## src/hdl/erd_pkg.sv

```systemverilog
`timescale 1ns / 1ps
// ----------------------------------------------------------------------------
// erd_pkg: escape RLE decompressor shared definitions
// Field widths, marker constants, register indexes and error codes.
// ----------------------------------------------------------------------------
package erd_pkg;

   localparam int BYTE_W     = 8;
   localparam int COUNT_W    = 28;
   localparam int SIZE_W     = 24;
   localparam int GROUP_W    = 7;
   localparam int ERR_W      = 3;
   localparam int CSR_IDX_W  = 2;
   localparam int CSR_DATA_W = 24;

   localparam logic [BYTE_W-1:0]  ESC_MARK   = 8'h80;
   localparam logic [GROUP_W-1:0] GROUP_MASK = 7'h7f;

   // register indexes on the csr channel
   localparam logic [CSR_IDX_W-1:0] CSR_PREFIX_BYTES = 2'd0;
   localparam logic [CSR_IDX_W-1:0] CSR_TARGET_SIZE  = 2'd1;

   typedef enum logic [ERR_W-1:0] {
      ERR_NONE      = 3'd0,
      ERR_COUNT_ONE = 3'd1,
      ERR_NO_BYTE   = 3'd2,
      ERR_TOO_LONG  = 3'd3,
      ERR_OVERFLOW  = 3'd4
   } err_type;

endpackage

```

## src/hdl/erd_req_if.sv

```systemverilog
`timescale 1ns / 1ps
// ----------------------------------------------------------------------------
// erd_req_if: compressed byte channel
// One compressed byte per transaction, valid/ready handshake.
// ----------------------------------------------------------------------------
interface erd_req_if import erd_pkg::*; ();
   logic              valid;
   logic              ready;
   logic [BYTE_W-1:0] in_byte;

   modport source (output valid, output in_byte, input ready);
   modport sink   (input valid, input in_byte, output ready);
endinterface

```

## src/hdl/erd_rsp_if.sv

```systemverilog
`timescale 1ns / 1ps
// ----------------------------------------------------------------------------
// erd_rsp_if: decoded run channel
// One value with its repeat count and status per transaction.
// ----------------------------------------------------------------------------
interface erd_rsp_if import erd_pkg::*; ();
   logic               valid;
   logic               ready;
   logic [BYTE_W-1:0]  value;
   logic [COUNT_W-1:0] repeat_res;
   logic               done_res;
   logic [ERR_W-1:0]   error;

   modport source (output valid, output value, output repeat_res, output done_res,
                   output error, input ready);
   modport sink   (input valid, input value, input repeat_res, input done_res,
                   input error, output ready);
endinterface

```

## src/hdl/erd_csr_if.sv

```systemverilog
`timescale 1ns / 1ps
// ----------------------------------------------------------------------------
// erd_csr_if: register write channel
// Register index and write data, valid/ready handshake.
// ----------------------------------------------------------------------------
interface erd_csr_if import erd_pkg::*; ();
   logic                  valid;
   logic                  ready;
   logic [CSR_IDX_W-1:0]  index;
   logic [CSR_DATA_W-1:0] data;

   modport source (output valid, output index, output data, input ready);
   modport sink   (input valid, input index, input data, output ready);
endinterface

```

## src/hdl/escape_rle_decompressor_core.sv

```systemverilog
`timescale 1ns / 1ps
// ----------------------------------------------------------------------------
// escape_rle_decompressor_core: escape-marker run-length decoder
// Decodes one compressed byte per cycle, unless rsp_if stalls, into (value, repeat) results with
// a raw prefix, multi-group counts, sticky errors and a target output size.
// ----------------------------------------------------------------------------
//   channel   direction  contents
//   req_if    in         in_byte
//   rsp_if    out        value, repeat_res, done_res, error
//   csr_if    in         index (0 prefix_bytes, 1 target_size), data
//
// One byte per cycle sustained unless rsp_if stalls; a byte passes the input
// register, then the result register, with the single decode step between them.
// Synchronous reset clears all decoder state and the registers to defaults.
// A stalled result register holds the input register, which holds req_if.
// Markers, non-final count bytes, and bytes after done or an error give no result.
// ----------------------------------------------------------------------------
module escape_rle_decompressor_core
   import erd_pkg::*;
#(
   parameter int MAX_COUNT_GROUPS = 4
) (
   input  logic     clock,
   input  logic     reset,
   erd_req_if.sink  req_if,
   erd_rsp_if.source rsp_if,
   erd_csr_if.sink  csr_if
);

   localparam int GI_W = $clog2(MAX_COUNT_GROUPS + 1);
   localparam int SH_W = GI_W + 3;

   typedef enum logic [1:0] {
      PH_PREFIX  = 2'd0,
      PH_LITERAL = 2'd1,
      PH_COUNT   = 2'd2,
      PH_DONE    = 2'd3
   } phase_type;

   // configuration
   logic [BYTE_W-1:0]  prefix_bytes_ff, prefix_bytes_in;
   logic [SIZE_W-1:0]  target_size_ff, target_size_in;

   // input register
   logic               s1_valid_ff, s1_valid_in;
   logic [BYTE_W-1:0]  s1_byte_ff, s1_byte_in;

   // decoder state
   phase_type          phase_ff, phase_in;
   logic [COUNT_W-1:0] count_accum_ff, count_accum_in;
   logic [GI_W-1:0]    group_index_ff, group_index_in;
   logic [BYTE_W-1:0]  held_byte_ff, held_byte_in;
   logic               held_valid_ff, held_valid_in;
   logic [SIZE_W-1:0]  produced_ff, produced_in;
   logic [BYTE_W-1:0]  prefix_seen_ff, prefix_seen_in;
   err_type            sticky_error_ff, sticky_error_in;

   // result register
   logic               rsp_valid_ff, rsp_valid_in;
   logic [BYTE_W-1:0]  rsp_value_ff, rsp_value_in;
   logic [COUNT_W-1:0] rsp_repeat_ff, rsp_repeat_in;
   logic               rsp_done_ff, rsp_done_in;
   err_type            rsp_error_ff, rsp_error_in;

   logic               out_free;
   logic               s1_fire;
   logic               res_fire;
   logic               emit_req;
   logic [BYTE_W-1:0]  emit_val;
   logic [COUNT_W-1:0] emit_n;
   logic               err_req;
   err_type            err_code;
   logic [COUNT_W:0]   emit_total;
   logic               emit_done;
   logic [SH_W-1:0]    grp_shift;
   logic [COUNT_W-1:0] grp_bits;
   logic [COUNT_W-1:0] accum_new;

   assign out_free      = !rsp_valid_ff || rsp_if.ready;
   assign s1_fire       = s1_valid_ff && out_free;
   assign req_if.ready  = !s1_valid_ff || s1_fire;
   assign csr_if.ready  = 1'b1;

   assign rsp_if.valid      = rsp_valid_ff;
   assign rsp_if.value      = rsp_value_ff;
   assign rsp_if.repeat_res = rsp_repeat_ff;
   assign rsp_if.done_res   = rsp_done_ff;
   assign rsp_if.error      = rsp_error_ff;

   // 7 * group_index, then place the group; shifts past the count width drop out
   assign grp_shift = {group_index_ff, 3'b000} - {3'b000, group_index_ff};
   assign grp_bits  = {{(COUNT_W - GROUP_W){1'b0}}, s1_byte_ff[GROUP_W-1:0] & GROUP_MASK}
                      << grp_shift;
   assign accum_new = count_accum_ff | grp_bits;

   always_comb begin
      prefix_bytes_in = prefix_bytes_ff;
      target_size_in  = target_size_ff;
      if (csr_if.valid) begin
         unique case (csr_if.index)
            CSR_PREFIX_BYTES: prefix_bytes_in = csr_if.data[BYTE_W-1:0];
            CSR_TARGET_SIZE:  target_size_in  = csr_if.data[SIZE_W-1:0];
            default: ;
         endcase
      end
   end

   always_comb begin
      s1_valid_in = s1_valid_ff;
      s1_byte_in  = s1_byte_ff;
      if (req_if.valid && req_if.ready) begin
         s1_valid_in = 1'b1;
         s1_byte_in  = req_if.in_byte;
      end else if (s1_fire) begin
         s1_valid_in = 1'b0;
      end
   end

   always_comb begin
      phase_in        = phase_ff;
      count_accum_in  = count_accum_ff;
      group_index_in  = group_index_ff;
      held_byte_in    = held_byte_ff;
      held_valid_in   = held_valid_ff;
      produced_in     = produced_ff;
      prefix_seen_in  = prefix_seen_ff;
      sticky_error_in = sticky_error_ff;
      emit_req        = 1'b0;
      emit_val        = '0;
      emit_n          = '0;
      err_req         = 1'b0;
      err_code        = ERR_NONE;
      emit_total      = '0;
      emit_done       = 1'b0;
      res_fire        = 1'b0;
      rsp_value_in    = rsp_value_ff;
      rsp_repeat_in   = rsp_repeat_ff;
      rsp_done_in     = rsp_done_ff;
      rsp_error_in    = rsp_error_ff;

      if (s1_fire && sticky_error_ff == ERR_NONE && phase_ff != PH_DONE) begin
         if (phase_ff == PH_PREFIX && prefix_seen_ff < prefix_bytes_ff) begin
            prefix_seen_in = prefix_seen_ff + 1'b1;
            emit_req       = 1'b1;
            emit_val       = s1_byte_ff;
            emit_n         = COUNT_W'(1);
         end else if (phase_ff == PH_PREFIX || phase_ff == PH_LITERAL) begin
            if (s1_byte_ff == ESC_MARK) begin
               phase_in       = PH_COUNT;
               count_accum_in = '0;
               group_index_in = '0;
            end else begin
               phase_in      = PH_LITERAL;
               held_byte_in  = s1_byte_ff;
               held_valid_in = 1'b1;
               emit_req      = 1'b1;
               emit_val      = s1_byte_ff;
               emit_n        = COUNT_W'(1);
            end
         end else if (group_index_ff >= GI_W'(MAX_COUNT_GROUPS)) begin
            err_req  = 1'b1;
            err_code = ERR_TOO_LONG;
         end else begin
            count_accum_in = accum_new;
            group_index_in = group_index_ff + 1'b1;
            if (s1_byte_ff[BYTE_W-1]) begin
               phase_in       = PH_LITERAL;
               group_index_in = '0;
               if (accum_new == '0) begin
                  emit_req = 1'b1;
                  emit_val = ESC_MARK;
                  emit_n   = COUNT_W'(1);
               end else if (accum_new == COUNT_W'(1)) begin
                  err_req  = 1'b1;
                  err_code = ERR_COUNT_ONE;
               end else if (!held_valid_ff) begin
                  err_req  = 1'b1;
                  err_code = ERR_NO_BYTE;
               end else begin
                  held_valid_in = 1'b0;
                  emit_req      = 1'b1;
                  emit_val      = held_byte_ff;
                  emit_n        = accum_new - 1'b1;
               end
            end
         end

         if (emit_req) begin
            emit_total = {{(COUNT_W - SIZE_W + 1){1'b0}}, produced_ff} + {1'b0, emit_n};
            if (emit_total > {{(COUNT_W - SIZE_W + 1){1'b0}}, target_size_ff}) begin
               err_req  = 1'b1;
               err_code = ERR_OVERFLOW;
            end else begin
               produced_in = emit_total[SIZE_W-1:0];
               emit_done   = (emit_total[SIZE_W-1:0] == target_size_ff)
                             && (prefix_seen_in >= prefix_bytes_ff);
               if (emit_done) begin
                  phase_in = PH_DONE;
               end
               res_fire      = 1'b1;
               rsp_value_in  = emit_val;
               rsp_repeat_in = emit_n;
               rsp_done_in   = emit_done;
               rsp_error_in  = ERR_NONE;
            end
         end

         if (err_req) begin
            sticky_error_in = err_code;
            res_fire        = 1'b1;
            rsp_value_in    = '0;
            rsp_repeat_in   = '0;
            rsp_done_in     = 1'b0;
            rsp_error_in    = err_code;
         end
      end

      if (res_fire) begin
         rsp_valid_in = 1'b1;
      end else if (rsp_if.ready) begin
         rsp_valid_in = 1'b0;
      end else begin
         rsp_valid_in = rsp_valid_ff;
      end
   end

   always_ff @(posedge clock) begin
      if (reset) begin
         prefix_bytes_ff <= '0;
         target_size_ff  <= '1;
         s1_valid_ff     <= 1'b0;
         s1_byte_ff      <= '0;
         phase_ff        <= PH_PREFIX;
         count_accum_ff  <= '0;
         group_index_ff  <= '0;
         held_byte_ff    <= '0;
         held_valid_ff   <= 1'b0;
         produced_ff     <= '0;
         prefix_seen_ff  <= '0;
         sticky_error_ff <= ERR_NONE;
         rsp_valid_ff    <= 1'b0;
         rsp_value_ff    <= '0;
         rsp_repeat_ff   <= '0;
         rsp_done_ff     <= 1'b0;
         rsp_error_ff    <= ERR_NONE;
      end else begin
         prefix_bytes_ff <= prefix_bytes_in;
         target_size_ff  <= target_size_in;
         s1_valid_ff     <= s1_valid_in;
         s1_byte_ff      <= s1_byte_in;
         phase_ff        <= phase_in;
         count_accum_ff  <= count_accum_in;
         group_index_ff  <= group_index_in;
         held_byte_ff    <= held_byte_in;
         held_valid_ff   <= held_valid_in;
         produced_ff     <= produced_in;
         prefix_seen_ff  <= prefix_seen_in;
         sticky_error_ff <= sticky_error_in;
         rsp_valid_ff    <= rsp_valid_in;
         rsp_value_ff    <= rsp_value_in;
         rsp_repeat_ff   <= rsp_repeat_in;
         rsp_done_ff     <= rsp_done_in;
         rsp_error_ff    <= rsp_error_in;
      end
   end

   // once an error is latched, no further result is produced
   a_sticky_silent: assert property (@(posedge clock) disable iff (reset)
      (sticky_error_ff != ERR_NONE) |-> !res_fire)
      else $error("result produced after sticky error");

   // nothing comes out after done
   a_done_silent: assert property (@(posedge clock) disable iff (reset)
      (phase_ff == PH_DONE) |-> !res_fire)
      else $error("result produced after done");

   // a done result moves the decoder to its final phase
   a_done_phase: assert property (@(posedge clock) disable iff (reset)
      (res_fire && rsp_done_in) |=> (phase_ff == PH_DONE))
      else $error("done result without done phase");

   // group counter never runs past the group limit
   a_group_bound: assert property (@(posedge clock) disable iff (reset)
      group_index_ff <= GI_W'(MAX_COUNT_GROUPS))
      else $error("count group index out of range");

   // a stalled result must not be overwritten
   a_no_overwrite: assert property (@(posedge clock) disable iff (reset)
      (rsp_valid_ff && !rsp_if.ready) |-> !res_fire)
      else $error("pending result overwritten");

endmodule
```

## src/flat_wrapper.sv

```systemverilog
// flat-port wrapper written by rule: the top's interface ports become plain ports
module escape_rle_decompressor_core_flat import erd_pkg::*;
#(
   parameter int MAX_COUNT_GROUPS = 4
)
  (clock, reset, req_if_valid, req_if_in_byte, req_if_ready, rsp_if_valid, rsp_if_value, rsp_if_repeat_res, rsp_if_done_res, rsp_if_error, rsp_if_ready, csr_if_valid, csr_if_index, csr_if_data, csr_if_ready);
  erd_req_if req_if_i ();
  erd_rsp_if rsp_if_i ();
  erd_csr_if csr_if_i ();
  input  logic clock;
  input  logic reset;
  input wire logic [$bits(req_if_i.valid)-1:0] req_if_valid;
  input wire logic [$bits(req_if_i.in_byte)-1:0] req_if_in_byte;
  output wire logic [$bits(req_if_i.ready)-1:0] req_if_ready;
  output wire logic [$bits(rsp_if_i.valid)-1:0] rsp_if_valid;
  output wire logic [$bits(rsp_if_i.value)-1:0] rsp_if_value;
  output wire logic [$bits(rsp_if_i.repeat_res)-1:0] rsp_if_repeat_res;
  output wire logic [$bits(rsp_if_i.done_res)-1:0] rsp_if_done_res;
  output wire logic [$bits(rsp_if_i.error)-1:0] rsp_if_error;
  input wire logic [$bits(rsp_if_i.ready)-1:0] rsp_if_ready;
  input wire logic [$bits(csr_if_i.valid)-1:0] csr_if_valid;
  input wire logic [$bits(csr_if_i.index)-1:0] csr_if_index;
  input wire logic [$bits(csr_if_i.data)-1:0] csr_if_data;
  output wire logic [$bits(csr_if_i.ready)-1:0] csr_if_ready;
  assign req_if_i.valid = req_if_valid;
  assign req_if_i.in_byte = req_if_in_byte;
  assign req_if_ready = req_if_i.ready;
  assign rsp_if_valid = rsp_if_i.valid;
  assign rsp_if_value = rsp_if_i.value;
  assign rsp_if_repeat_res = rsp_if_i.repeat_res;
  assign rsp_if_done_res = rsp_if_i.done_res;
  assign rsp_if_error = rsp_if_i.error;
  assign rsp_if_i.ready = rsp_if_ready;
  assign csr_if_i.valid = csr_if_valid;
  assign csr_if_i.index = csr_if_index;
  assign csr_if_i.data = csr_if_data;
  assign csr_if_ready = csr_if_i.ready;
  escape_rle_decompressor_core #(.MAX_COUNT_GROUPS(MAX_COUNT_GROUPS)) u_core (.clock(clock), .reset(reset), .req_if(req_if_i), .rsp_if(rsp_if_i), .csr_if(csr_if_i));
endmodule
```

## config.mk

```make
export PLATFORM = sky130hd
export DESIGN_NAME = escape_rle_decompressor_core_flat
export DESIGN_NICKNAME = d
export VERILOG_FILES = /design/src/hdl/erd_pkg.sv /design/src/hdl/erd_req_if.sv /design/src/hdl/erd_rsp_if.sv /design/src/hdl/erd_csr_if.sv /design/src/hdl/escape_rle_decompressor_core.sv /design/src/flat_wrapper.sv
export SDC_FILE = /design/constraint.sdc
export NUM_CORES = 1
export LEC_CHECK = 0
export BUFFER_PORTS_ARGS = -buffer_cell sky130_fd_sc_hd__buf_2
export CAP_MARGIN = 40
export CORE_ASPECT_RATIO = 1.2
export CORE_UTILIZATION = 62
export DETAILED_ROUTE_END_ITERATION = 16
export PLACE_DENSITY_LB_ADDON = 0.1
export SLEW_MARGIN = 20
export SYNTH_ARGS = -nofsm -noshare
export SYNTH_HDL_FRONTEND = slang
export SYNTH_SLANG_ARGS = --single-unit
```

## constraint.sdc

```tcl
create_clock -name clock -period 23.5 [get_ports clock]
set_input_delay 0 -clock clock [delete_from_list [all_inputs] [get_ports clock]]
set_output_delay 0 -clock clock [all_outputs]
set_load 0.02 [all_outputs]
```

==> summary.md <==
| Metric | Value |
|---|---|
| Initial antenna violation count | 0 |
| Worst Setup SP | u_core.group_index_ff[1]$_SDFFE_PP0P_ |
| Port bufs | 80 |
| H-tree level count | 4 |
| Worst slew pin tran | 0.734 ns |
| Post-route ant nets | 0 |
| Max-slew violations | 0 |
| Routability cong. | approximately 0.9 |
| Vias after detailed routing | 9538 |
| RSZ-0062 raised after global routing | no |
| Share of cells above drive strength 1 | a little under an eighth |
| Core box area | 15200 sq um |
| Skew final | around 0.0084 ns |
| Initial Util | 64.4% |
| Worst-case vdd ir drop | just under 50 uV |
| Most frequently used flop master after synthesis | dfxtp_1 |
| Rows | 49 |
| Share of Yosys cell area claimed by the top area cell type | between 30% and 40% |
| Synth Cell Area | between 9000 and 10000 sq um |
| Final nets | about 1.4k |
| Wire per inst | 18.7 um |
| EDFF count, synth | 0 |
| Clock root buffer | clkbuf_16 |
| Final Util | between 70% and 80% |
| Placed Instances | about 1.4k |
| Setup Crit Path Kind | reg2reg |
| Count of cell types in the netlist | 81 |
| R2R depth | 39 |
| CTS buffer count | 17 |
| Post-DP HPWL | approximately 20 mm |
| DR pass1 iterations | 5 |
| Synth-to-layout area growth | 16.7% |
| Clock sink total | approximately 160 |
| Power Total | 0.668 mW |
| Post-synth ARST share | 0% |
| Die height | approximately 140 um |
| CP max FO | 34 |
| Hold crit path type | in2reg |
| Worst setup path endpoint | u_core.rsp_if.repeat_res[24]$_SDFFE_PP0P_ |
| Top cells by area, synth | dfxtp_1 33%, ha_1 9.0%, a21oi_1 6.3%, nor2_1 4.7%, nand2_1 3.9% |
| Antenna diodes | 0 |
| Vias per cell | 6.27 |
| MaxCap Viol Count | 0 |
| Cell taking the most area after synthesis | dfxtp_1 |
| Reg2reg start | u_core.group_index_ff[1]$_SDFFE_PP0P_ |
| CTS tree | built |
| Initial drt markers | ~700 |
| Finished Layout Cells | between 1.5k and 2k |
| Detailed-route wire length | 28.5 mm |
| Clk buf depth | 2 |
| Final Critical Period | roughly 11 ns |
| Worst skew pair latency | 0.43 ns |
| IO Pins | 82 |
| Synth Warn # | 0 |
| CP most frequent cell | a21oi_1 |
| CP endpoint kind | flip-flop |
| Synth Register Bits | around 160 |
| Synthesized area per cell | 8.07 sq um |
| Syn Nets | 1323 |
| CP max stage cell | ha_1 |
| Lkg Pwr | 5.04 nW |
| Vias in the first global route | 9249 |
| Die area | roughly 16000 sq um |
| Worst Path Arrival | approximately 12 ns |
| Reg2Reg Setup Slack | 12.13 ns |
| Final Cycle Share | slightly below 50% |
| TNS Setup | 0 ns |
| Largest net degree at the start of global routing | between 50 and 60 |
| Startpoint type of the worst setup path | flip-flop |
| Post-synthesis sequential area ratio | approximately 33% |
| Hold Fails Final Rpt | 0 |
| CTS clk-pin slew, worst paths | approximately 0.070 ns |
| Fin Hold WS | between 0.09 and 0.1 ns |
| PwrDens | 58.5 nW/um^2 |
| F_max | 87.9 MHz |
| Rel. slew slack | 50.6% |
| Cells after synthesis | around 1.2k |
| # resized after CTS | 0 |
| Crit path required time | around 24 ns |
| Die width | ~120 um |
| Largest stage delay, worst path | between 0.7 and 0.8 ns |
| Global route total overflow | 0 |
| First-pass GRT wire length | about 46 mm |
| Final Setup Violations | 0 |
| GRT Util Overall | ~36% |
| Reg2reg end | u_core.rsp_if.repeat_res[24]$_SDFFE_PP0P_ |
| DRC viols | 0 |
| Outcome | finished clean |
[cell families (layout without fill, tap and decap cells)]
kind of cell | count (synthesis) | after routing | share of synthesized area [%]
adders and majority gates | 71 | 71 | 9.15
muxes | 15 | 15 | 1.78
AOI/OAI and AO/OA | 386 | 386 | 26.4
and+or+nand+nor | 403 | 403 | 19.8
DFF | 159 | 159 | 32.5
buffers and inverters | 122 | 226 | 5.23
other | 1 | 1 | 0.0383
xor gates and xnor gates | 56 | 56 | 5.09
[stage by stage]
| stage | setup slack [ns] | cell area [sq um] |
|---|---|---|
| 6_report | 12.13 | 11400 |
| 5_1_grt | 11.26 | 11400 |
| 4_1_cts | 12.26 | 11400 |
| 3_5_place_dp | 12.34 | 10300 |
| 3_3_place_gp | 12.73 | 10200 |
| 2_1_floorplan | 13.96 | 9790 |
[cell usage in the layout, fill, tap and decap left out, types with 14 or more instances in the layout]
cell / instances
ha_1: 70
dlygate4sd3_1: 42
a31oi_1: 20
xnor2_1: 38
nand4_1: 16
inv_1: 56
a21oi_1: 123
clkbuf_16: 17
nand2b_1: 14
a22o_1: 35
dfxtp_1: 159
nor3_1: 26
a21o_1: 41
nand2_1: 101
o211ai_1: 27
o21ai_0: 51
nand3_1: 55
xor2_1: 17
nor2_1: 122
buf_2: 81
[routing by layer]
| metal | track usage (%) | part of all wire (%) | routed length [um] | vias to the layer above |
|---|---|---|---|---|
| met2 | 62.3 | 48 | 13800 | 327 |
| met3 | 6.36 | 4.9 | 1400 | 84 |
| met4 | 17.6 | 4.5 | 1270 | 0 |
| li1 | - | - | - | 4598 |
| met5 | 0 | 0 | 0 | - |
| met1 | 42.6 | 42 | 12100 | 4529 |
[cell usage after synthesis, types with 12 or more instances]
library cell	instances
nand2b_1	14
o21ai_0	51
nand2_1	101
clkbuf_1	48
a22o_1	35
nor3_1	26
nand4_1	16
a31oi_1	20
dfxtp_1	159
xnor2_1	38
nor2_1	123
o21a_1	12
o211ai_1	27
nand3_1	55
a21o_1	41
ha_1	70
xor2_1	17
a21oi_1	123
inv_1	56
[worst max-delay path: cells and delay by family, from the launching register on]
kind	cells	cell delay, ns
compound gates	26	5.95
fa+ha+maj	4	1.69
simple gates	4	1.35
buf+inv	3	0.85
flops	1	0.67
mux	1	0.62
xor+xnor	1	0.17
[flip-flops by register name (all words and copies together) (netlist names)]
name                      flops
u_core.s1_byte_ff             8
u_core.s1_valid_ff            1
u_core.rsp_if.done_res        1
u_core.held_byte_ff           8
u_core.group_index_ff         3
u_core.prefix_bytes_ff        8
u_core.produced_ff           24
u_core.sticky_error_ff        3
u_core.prefix_seen_ff         8
u_core.rsp_if.repeat_res     28
u_core.held_valid_ff          1
u_core.rsp_if.value           8
u_core.phase_ff               2
u_core.count_accum_ff        28
u_core.rsp_if.error           3
u_core.target_size_ff        24
u_core.rsp_if.valid           1
[worst min path at each step]
| stage | start | to | slack [ns] | depth (start not counted) |
|---|---|---|---|---|
| after global placement | csr_if_data[9] | u_core.target_size_ff[9]$_SDFFE_PP1P_ | 0.22 | 3 |
| after floorplan | csr_if_data[0] | u_core.target_size_ff[0]$_SDFFE_PP1P_ | 0.14 | 2 |
| after detailed placement | csr_if_data[19] | u_core.target_size_ff[19]$_SDFFE_PP1P_ | 0.23 | 3 |
| final | reset | u_core.prefix_bytes_ff[7]$_SDFFE_PP0P_ | 0.09 | 3 |
| after CTS | reset | u_core.prefix_bytes_ff[6]$_SDFFE_PP0P_ | 0.08 | 3 |
| after global routing | reset | u_core.prefix_bytes_ff[6]$_SDFFE_PP0P_ | 0.12 | 3 |
[power by group]
group	switching [mW]	total [mW]	internal, mW	leakage, nW
Clock	0.123	0.305	0.182	0.312
Sequential	0.00453	0.280	0.275	1.29
Combinational	0.0501	0.0841	0.0340	3.44
[cell type report]
type	count	area, sq um
timing repair buffer	139	1020
sequential	159	3180
clock inverter	14	219
fill	1198	3790
multi-input combinational	932	6110
clock buffer	17	425
tap	204	255
inverter	56	210
[timing repair]
action,CTS,global route
endpoints found under the setup margin,0,0
endpoints found under the hold margin,42,0
buffers inserted,0,0
hold buffers,42,0
(Power assumes the default switching activity.)
